## src/hdl/edat_pkg.sv

```systemverilog
// ----------------------------------------------------------------------------
// edat_pkg: shared constants and types for the event dedup aging table
// Table geometry, command codes and the table control/read beat structs.
// ----------------------------------------------------------------------------
package edat_pkg;

    localparam int ENTRIES = 16;
    localparam int IDX_W   = (ENTRIES > 1) ? $clog2(ENTRIES) : 1;
    localparam int CNT_W   = $clog2(ENTRIES + 1);

    localparam int KEY_W     = 32;
    localparam int STAMP_W   = 32;
    localparam int HOLD_W    = 16;
    localparam int PURGE_W   = 5;

    localparam logic [HOLD_W-1:0]  HOLD_RESET = 16'd60;
    localparam logic [PURGE_W-1:0] PURGE_MAX  = 5'd31;

    // command codes
    localparam logic CMD_ALERT = 1'b0;
    localparam logic CMD_TICK  = 1'b1;

    typedef struct packed {
        logic               rd_en;
        logic [IDX_W-1:0]   rd_addr;
        logic               wr_en;
        logic [IDX_W-1:0]   wr_addr;
        logic [KEY_W-1:0]   wr_key;
        logic [STAMP_W-1:0] wr_stamp;
        logic               clr_en;
        logic [IDX_W-1:0]   clr_addr;
    } t_tbl_ctl;

    typedef struct packed {
        logic               valid;
        logic [KEY_W-1:0]   key;
        logic [STAMP_W-1:0] stamp;
    } t_tbl_rd;

    typedef struct packed {
        logic zero;
        logic gt;
    } t_unit_res;

endpackage

```

## src/hdl/event_dedup_aging_table.sv

```systemverilog
// ----------------------------------------------------------------------------
// event_dedup_aging_table: duplicate alert suppressor with aging
// Sequencer that walks the entry table through one shared compare unit.
// ----------------------------------------------------------------------------
// Usage:
//   Input beat: raise start with i_command/i_fingerprint; taken when busy
//   is low. Alert (command 0) looks up the fingerprint: a hit reports
//   duplicate, a miss is forwarded and cached in the lowest free entry
//   (table_full when none is free). Tick (command 1) bumps the seconds
//   counter, then erases entries older than the hold window.
//   Result beat: o_valid high for exactly one cycle with the flags and
//   o_purged_count. The receiver cannot stall; it must take the beat.
//   Walk: each entry is read and compared, one per cycle through the
//   single memory read port, behind the registered read stage; a finish
//   state then commits any new entry and reports. busy is high from the
//   accepting edge until the result is shown. A new start is taken in the
//   cycle the result is shown, so no new beat is taken before the last
//   one's result.
//   Config: i_cfg_we/i_cfg_data write hold_window; write only when idle.
//   Reset: valid bits cleared, seconds counter zero, hold window 60.
// ----------------------------------------------------------------------------
module event_dedup_aging_table (
    input  logic        i_clk,
    input  logic        i_rst_n,
    input  logic        start,
    output logic        busy,
    input  logic        i_command,
    input  logic [31:0] i_fingerprint,
    input  logic        i_cfg_we,
    input  logic [15:0] i_cfg_data,
    output logic        o_valid,
    output logic        o_forwarded,
    output logic        o_duplicate,
    output logic        o_table_full,
    output logic [4:0]  o_purged_count
);

    localparam logic [1:0] S_IDLE   = 2'd0;
    localparam logic [1:0] S_SCAN   = 2'd1;
    localparam logic [1:0] S_FINISH = 2'd2;

    localparam int IDX_W = edat_pkg::IDX_W;
    localparam int CNT_W = edat_pkg::CNT_W;

    logic [1:0]                    r_state;
    logic [edat_pkg::HOLD_W-1:0]   r_hold;
    logic [31:0]                   r_seconds;
    logic                          r_cmd;
    logic [31:0]                   r_fp;
    logic [CNT_W-1:0]              r_rd_cnt;
    logic                          r_ev_pend;
    logic [IDX_W-1:0]              r_ev_idx;
    logic                          r_dup;
    logic                          r_free_found;
    logic [IDX_W-1:0]              r_free_idx;
    logic [edat_pkg::PURGE_W-1:0]  r_purged;

    logic                          r_out_valid;
    logic                          r_out_fwd;
    logic                          r_out_dup;
    logic                          r_out_full;
    logic [edat_pkg::PURGE_W-1:0]  r_out_purged;

    edat_pkg::t_tbl_ctl  tbl_ctl;
    edat_pkg::t_tbl_rd   tbl_rd;
    edat_pkg::t_unit_res unit_res;
    logic [31:0]         unit_a;
    logic [31:0]         unit_b;
    logic                accept;
    logic                issue;
    logic                last_eval;
    logic                do_purge;

    assign busy      = (r_state != S_IDLE);
    assign accept    = start && !busy;
    assign issue     = (r_state == S_SCAN) && (r_rd_cnt < CNT_W'(edat_pkg::ENTRIES));
    assign last_eval = r_ev_pend && (r_ev_idx == IDX_W'(edat_pkg::ENTRIES - 1));

    // shared unit: key compare on alerts, age compare on ticks
    assign unit_a = (r_cmd == edat_pkg::CMD_TICK) ? r_seconds    : tbl_rd.key;
    assign unit_b = (r_cmd == edat_pkg::CMD_TICK) ? tbl_rd.stamp : r_fp;

    assign do_purge = (r_state == S_SCAN) && r_ev_pend && (r_cmd == edat_pkg::CMD_TICK)
                      && tbl_rd.valid && unit_res.gt;

    always_comb begin
        tbl_ctl          = '0;
        tbl_ctl.rd_en    = issue;
        tbl_ctl.rd_addr  = r_rd_cnt[IDX_W-1:0];
        tbl_ctl.clr_en   = do_purge;
        tbl_ctl.clr_addr = r_ev_idx;
        tbl_ctl.wr_en    = (r_state == S_FINISH) && (r_cmd == edat_pkg::CMD_ALERT)
                           && !r_dup && r_free_found;
        tbl_ctl.wr_addr  = r_free_idx;
        tbl_ctl.wr_key   = r_fp;
        tbl_ctl.wr_stamp = r_seconds;
    end

    edat_table u_table (
        .i_clk   (i_clk),
        .i_rst_n (i_rst_n),
        .i_ctl   (tbl_ctl),
        .o_rd    (tbl_rd)
    );

    edat_unit u_unit (
        .i_a    (unit_a),
        .i_b    (unit_b),
        .i_hold (r_hold),
        .o_res  (unit_res)
    );

    // config register
    always_ff @(posedge i_clk) begin
        if (!i_rst_n) begin
            r_hold <= edat_pkg::HOLD_RESET;
        end else if (i_cfg_we) begin
            r_hold <= i_cfg_data;
        end
    end

    // sequencer
    always_ff @(posedge i_clk) begin
        if (!i_rst_n) begin
            r_state     <= S_IDLE;
            r_seconds   <= '0;
            r_rd_cnt    <= '0;
            r_ev_pend   <= 1'b0;
            r_out_valid <= 1'b0;
        end else begin
            r_out_valid <= 1'b0;
            case (r_state)
                S_IDLE: begin
                    if (accept) begin
                        r_state      <= S_SCAN;
                        r_cmd        <= i_command;
                        r_fp         <= i_fingerprint;
                        r_rd_cnt     <= '0;
                        r_ev_pend    <= 1'b0;
                        r_dup        <= 1'b0;
                        r_free_found <= 1'b0;
                        r_purged     <= '0;
                        if (i_command == edat_pkg::CMD_TICK) begin
                            r_seconds <= r_seconds + 32'd1;
                        end
                    end
                end
                S_SCAN: begin
                    // read pipe: entry issued this cycle is evaluated next cycle
                    if (issue) begin
                        r_rd_cnt <= r_rd_cnt + CNT_W'(1);
                        r_ev_idx <= r_rd_cnt[IDX_W-1:0];
                    end
                    r_ev_pend <= issue;
                    if (r_ev_pend && (r_cmd == edat_pkg::CMD_ALERT)) begin
                        if (tbl_rd.valid) begin
                            if (unit_res.zero) begin
                                r_dup <= 1'b1;
                            end
                        end else if (!r_free_found) begin
                            r_free_found <= 1'b1;
                            r_free_idx   <= r_ev_idx;
                        end
                    end
                    if (do_purge && (r_purged != edat_pkg::PURGE_MAX)) begin
                        r_purged <= r_purged + edat_pkg::PURGE_W'(1);
                    end
                    if (last_eval) begin
                        r_state <= S_FINISH;
                    end
                end
                S_FINISH: begin
                    r_state     <= S_IDLE;
                    r_out_valid <= 1'b1;
                    if (r_cmd == edat_pkg::CMD_TICK) begin
                        r_out_fwd    <= 1'b0;
                        r_out_dup    <= 1'b0;
                        r_out_full   <= 1'b0;
                        r_out_purged <= r_purged;
                    end else begin
                        r_out_fwd    <= !r_dup;
                        r_out_dup    <= r_dup;
                        r_out_full   <= !r_dup && !r_free_found;
                        r_out_purged <= '0;
                    end
                end
                default: begin
                    r_state <= S_IDLE;
                end
            endcase
        end
    end

    assign o_valid        = r_out_valid;
    assign o_forwarded    = r_out_fwd;
    assign o_duplicate    = r_out_dup;
    assign o_table_full   = r_out_full;
    assign o_purged_count = r_out_purged;

`ifndef SYNTHESIS
    a_fwd_dup_excl: assert property (@(posedge i_clk) disable iff (!i_rst_n)
        o_valid |-> !(o_forwarded && o_duplicate))
        else $error("forwarded and duplicate both set");

    a_full_fwd: assert property (@(posedge i_clk) disable iff (!i_rst_n)
        (o_valid && o_table_full) |-> o_forwarded)
        else $error("table_full without forwarded");

    a_accept_busy: assert property (@(posedge i_clk) disable iff (!i_rst_n)
        (start && !busy) |=> (busy && !o_valid))
        else $error("not busy after accepted beat");

    a_result_idle: assert property (@(posedge i_clk) disable iff (!i_rst_n)
        o_valid |-> (!busy && $past(r_state == S_FINISH)))
        else $error("result beat outside finish");
`endif

endmodule

```

## src/hdl/edat_table.sv

```systemverilog
// ----------------------------------------------------------------------------
// edat_table: entry storage
// Key/stamp memory with registered read, plus per-entry valid flops.
// ----------------------------------------------------------------------------
module edat_table (
    input  logic              i_clk,
    input  logic              i_rst_n,
    input  edat_pkg::t_tbl_ctl i_ctl,
    output edat_pkg::t_tbl_rd  o_rd
);

    logic [edat_pkg::KEY_W-1:0]   mem_key   [edat_pkg::ENTRIES];
    logic [edat_pkg::STAMP_W-1:0] mem_stamp [edat_pkg::ENTRIES];
    logic [edat_pkg::ENTRIES-1:0] r_valid;
    edat_pkg::t_tbl_rd            r_rd;

    // valid bits: set on write, cleared on purge
    always_ff @(posedge i_clk) begin
        if (!i_rst_n) begin
            r_valid <= '0;
        end else begin
            if (i_ctl.clr_en) begin
                r_valid[i_ctl.clr_addr] <= 1'b0;
            end
            if (i_ctl.wr_en) begin
                r_valid[i_ctl.wr_addr] <= 1'b1;
            end
        end
    end

    always_ff @(posedge i_clk) begin
        if (i_ctl.wr_en) begin
            mem_key[i_ctl.wr_addr]   <= i_ctl.wr_key;
            mem_stamp[i_ctl.wr_addr] <= i_ctl.wr_stamp;
        end
    end

    always_ff @(posedge i_clk) begin
        if (i_ctl.rd_en) begin
            r_rd.valid <= r_valid[i_ctl.rd_addr];
            r_rd.key   <= mem_key[i_ctl.rd_addr];
            r_rd.stamp <= mem_stamp[i_ctl.rd_addr];
        end
    end

    assign o_rd = r_rd;

endmodule

```

## src/hdl/edat_unit.sv

```systemverilog
// ----------------------------------------------------------------------------
// edat_unit: shared subtract/compare unit
// One 32-bit subtractor; flags a zero difference (key match) and a
// difference above the hold window (entry aged out).
// ----------------------------------------------------------------------------
module edat_unit (
    input  logic [31:0]                i_a,
    input  logic [31:0]                i_b,
    input  logic [edat_pkg::HOLD_W-1:0] i_hold,
    output edat_pkg::t_unit_res        o_res
);

    logic [31:0] diff;

    assign diff       = i_a - i_b;
    assign o_res.zero = (diff == 32'd0);
    assign o_res.gt   = (diff > {{(32 - edat_pkg::HOLD_W){1'b0}}, i_hold});

endmodule

```

## config.mk

```make
export PLATFORM = sky130hd
export DESIGN_NAME = event_dedup_aging_table
export DESIGN_NICKNAME = d
export VERILOG_FILES = /design/src/hdl/edat_pkg.sv /design/src/hdl/event_dedup_aging_table.sv /design/src/hdl/edat_table.sv /design/src/hdl/edat_unit.sv
export SDC_FILE = /design/constraint.sdc
export NUM_CORES = 1
export LEC_CHECK = 0
export ABC_AREA = 1
export BUFFER_PORTS_ARGS = -buffer_cell sky130_fd_sc_hd__buf_4
export CAP_MARGIN = 30
export CELL_PAD_IN_SITES_DETAIL_PLACEMENT = 0
export CELL_PAD_IN_SITES_GLOBAL_PLACEMENT = 2
export CORE_MARGIN = 4
export CORE_UTILIZATION = 40
export DETAILED_ROUTE_END_ITERATION = 7
export PLACE_DENSITY_LB_ADDON = 0.3
export SLEW_MARGIN = 30
export SYNTH_ARGS = -nofsm -noshare
export SYNTH_HDL_FRONTEND = slang
export SYNTH_SLANG_ARGS = --single-unit
```

## constraint.sdc

```tcl
create_clock -name i_clk -period 8.7 [get_ports i_clk]
set_input_delay 1.74 -clock i_clk [delete_from_list [all_inputs] [get_ports i_clk]]
set_output_delay 1.74 -clock i_clk [all_outputs]
set_load 0.01 [all_outputs]
```

==> impl_results.md <==
* Overall Power at 12.83 mW
* Total CTS buffers at 133
* DP HPWL at 78410 um
* CTS Root Cell: clkbuf_16
* HP Class: reg2reg
* Setup_tns at 0 ns
* CP arrival at 5.43 ns
* CTS HTree Levels at 4
* Max Root-Sink Buffers at 3
* Final hold violation count at 0
* Ports at 63
* Max layer used: met4
* Reg-to-Reg End: r_purged[1]$_SDFFCE_PN0P_
* Design area at 0.05702 sq mm
* Die ar. at 0.1317 sq mm
* Synthesized instance count at 4027
* Post-Synth Adder-Cell Area at 1.306%
* Setup crit start: r_cmd$_DFFE_PP_
* Post-layout min period at 5.038 ns
* Fin Hold WS at 0.4596 ns
* Syn. warnings at 0
* Max_cap viols at 0
* Core Footprint at 0.1244 sq mm
* Share of layout cells above drive strength 1 at 9.608%
* Tightest Pin Transition at 1.063 ns
* CTS tree: yes
* Final setup vio count at 0
* Worst slew margin at 29.11%
* Critical Path RT at 9.09 ns
* Initial Util at 40.49%
* RSZ-0062 raised after global routing: no
* Xor/xnor cell area share of the yosys netlist at 0.3824%
* CP endpoint: r_purged[1]$_SDFFCE_PN0P_
* Total wire length at 141900 um
* Layout Nets at 4170
* Antenna violations before repair at 2
* Clk sink count at 1218
* Routed wl met2 at 65390 um
* WL met1 at 65570 um
* Ranking of synthesized cells by area: edfxtp_1 (68%), nor2_1 (5.2%), nand2_1 (3.6%)
* Post-Place Cells at 5566
* Routed Antenna Nets at 0
* Top-area cell type share of the netlist area at 68.24%
* Final non-filler cell total at 5802
* # rows at 129
* Syn_nets at 4132
* Crit Path Category: reg2reg
* Post-CTS Setup Bufs at 0
* Worst setup margin at 3.662 ns
* R2r worst-path depth at 18
* Global-route usage over all layers at 21.29%
* Post-CTS sizing at 0
* Mux cell area share after synthesis at 2.702%
* CTS Hold Bufs at 0
* Asr flop ratio synth at 0%
* Via count at 31947
* Slew Limit Fails at 0
* Largest net degree at the start of global routing at 191
* Vias in the first global route at 30159
* Max Clock Freq at 0.1985 GHz
* Number of enable flip-flop cells after synthesis at 1145
* Congestion Overflow GR at 0
* First-pass GRT wire length at 206400 um
* Cell taking the most area after synthesis: edfxtp_1
* Layout area overhead at 13.16%
* Avg Cell Area, Syn at 12.51 sq um
* Die Ht at 362.9 um
* Routed len/inst at 24.47 um
* Sequential element share of the synthesized area at 71.14%
* Drt drc at 0
* Die X at 362.9 um
* DR pass1 iterations at 5
* Dpl ws at 3.539 ns
* Status: finished clean
* Number of buffers added on ports at 62
* Static leakage at 19.50 nW
* 1st-iter DRT viols at 2995
* Final worst path period share at 57.91%
* Distinct cells, synth at 44
* Main combinational cell family by area after synthesis: simple AND/OR/NAND/NOR gates
* Clk_lat worst skew at 0.77 ns
* Synthesized area at 0.05039 sq mm
* Dominant synthesized flop cell: edfxtp_1
* #FFs+latches synth at 1218
* Power density cells at 225.1 mW/mm^2
* Worst setup EP type: register
* Startpoint types: register
* Via density at 5.506
* Worst Skew at 0.03348 ns
* R2r setup slk at 3.66 ns
* Worst vdd ir at 0.0001955 V
* Crit Reg-Reg Startpoint: r_cmd$_DFFE_PP_
* Post-Route Utilization at 45.82%
* Reg clk slew, reported paths at 0.06 ns
* Placed cell area at 0.05285 sq mm
* Critical-path maximum fanout at 59
* Simple logic cell fraction of the synthesized area at 11.95%
* Metal3 WL at 8569 um
* Compound-Gate Fraction of Synth Area at 9.163%
* RePlAce Congestion at 0.8045
[routing by layer]
metal	track usage, %	vias up
li1	-	14750
met1	31.30	16060
met2	33.63	969
met3	3.138	168
met4	4.891	0
met5	0	-
[how the worst min path moves through the flow]
stage / startpoint / to / slack [ns] / depth (start not counted)
finish: u_table.r_valid[4]$_SDFF_PN0_ / u_table.r_valid[4]$_SDFF_PN0_ / 0.46 / 2
global route: u_table.r_valid[8]$_SDFF_PN0_ / u_table.r_valid[8]$_SDFF_PN0_ / 0.48 / 2
CTS: u_table.r_valid[4]$_SDFF_PN0_ / u_table.r_valid[4]$_SDFF_PN0_ / 0.46 / 2
detailed placement: u_table.r_valid[4]$_SDFF_PN0_ / u_table.r_valid[4]$_SDFF_PN0_ / 0.45 / 2
global placement: u_table.r_valid[3]$_SDFF_PN0_ / u_table.r_valid[3]$_SDFF_PN0_ / 0.45 / 2
floorplan: r_rd_cnt[0]$_SDFFE_PN0P_ / r_ev_idx[0]$_DFFE_PP_ / 0.43 / 0
[layout by cell type, fill, tap and decap left out, types with 4 or more instances in the layout]
cell type	Yosys	layout
nand3b_1	4	4
buf_4	0	111
clkinv_2	0	15
o32ai_1	154	154
o21ai_0	318	318
dfxtp_1	73	70
nand3_2	13	13
nor4_1	7	7
inv_2	9	11
nor2_1	700	681
inv_1	209	205
o21a_1	5	5
buf_16	0	4
nand3_1	157	157
xor2_1	20	20
edfxtp_1	1145	1145
mux2i_1	136	136
nor2_4	3	22
and2_1	6	6
nor3_2	5	6
inv_16	0	4
buf_12	0	7
o211ai_1	25	25
o221ai_1	107	107
nor3_1	21	20
ha_1	51	51
nand2_2	21	21
nand2_1	487	487
nor2_2	8	8
a21oi_1	75	75
clkbuf_1	189	36
bufinv_16	0	7
inv_6	0	5
clkbuf_16	0	134
a21oi_2	9	9
clkinv_1	3	24
nand4_1	16	16
[worst max-delay path, cell delays in order (launching register included)]
cell and delay [ns]:
edfxtp_1 0.58, clkinv_2 0.71, o21ai_0 0.44, ha_1 0.37, nand2_1 0.17, inv_1 0.07
nand2_1 0.06, nand2_1 0.07, a21oi_1 0.13, nand2_1 0.12, xor2_1 0.20, ha_1 0.32
nand4_1 0.10, nor3_1 0.22, a21oi_1 0.10, a21o_1 0.20, nand3_4 0.26, nand3b_1 0.12
a21oi_1 0.41
[flip-flops by register name (all words and copies together) (netlist names), 16 cells and up]
register,flops
u_table.mem_key,512
u_table.mem_stamp,512
u_table.o_rd,65
r_seconds,32
r_fp,32
r_hold,16
u_table.r_valid,16
[cells by family (layout without fill, tap and decap cells)]
family | Yosys count | in the layout
AND/OR/NAND/NOR | 1454 | 1454
flip-flops | 1218 | 1218
AO/OA/AOI/OAI | 702 | 702
buffers and inverters | 443 | 579
multiplexers | 136 | 136
adder cells (fa/ha/maj) | 52 | 52
XOR/XNOR | 22 | 22
other | 0 | 2
[power breakdown]
| group | internal [mW] | switching (mW) |
|---|---|---|
| sequential | 6.41 | 0.0824 |
| combinational | 0.311 | 0.625 |
| clock | 3.09 | 2.31 |
[synthesized netlist by cell type (4+ instances only)]
cell type,instances
edfxtp_1,1145
nor2_1,700
nand2_1,487
o21ai_0,318
inv_1,209
clkbuf_1,189
nand3_1,157
o32ai_1,154
mux2i_1,136
o221ai_1,107
a21oi_1,75
dfxtp_1,73
ha_1,51
o211ai_1,25
nand2_2,21
nor3_1,21
xor2_1,20
buf_2,18
nand4_1,16
buf_1,14
nand3_2,13
a21oi_2,9
inv_2,9
nor2_2,8
nor4_1,7
and2_1,6
nor3_2,5
o21a_1,5
nand3b_1,4
[layout make-up]
cell class | count | area, sq um
clock inverter | 60 | 614.3
inverter | 221 | 843.3
timing repair buffer | 125 | 1125
multi-input combinational | 2366 | 13000
antenna | 2 | 5.005
clock buffer | 173 | 3530
sequential | 1218 | 35860
fill | 11197 | 67420
tap | 1637 | 2048
(Power assumes the default switching activity.)
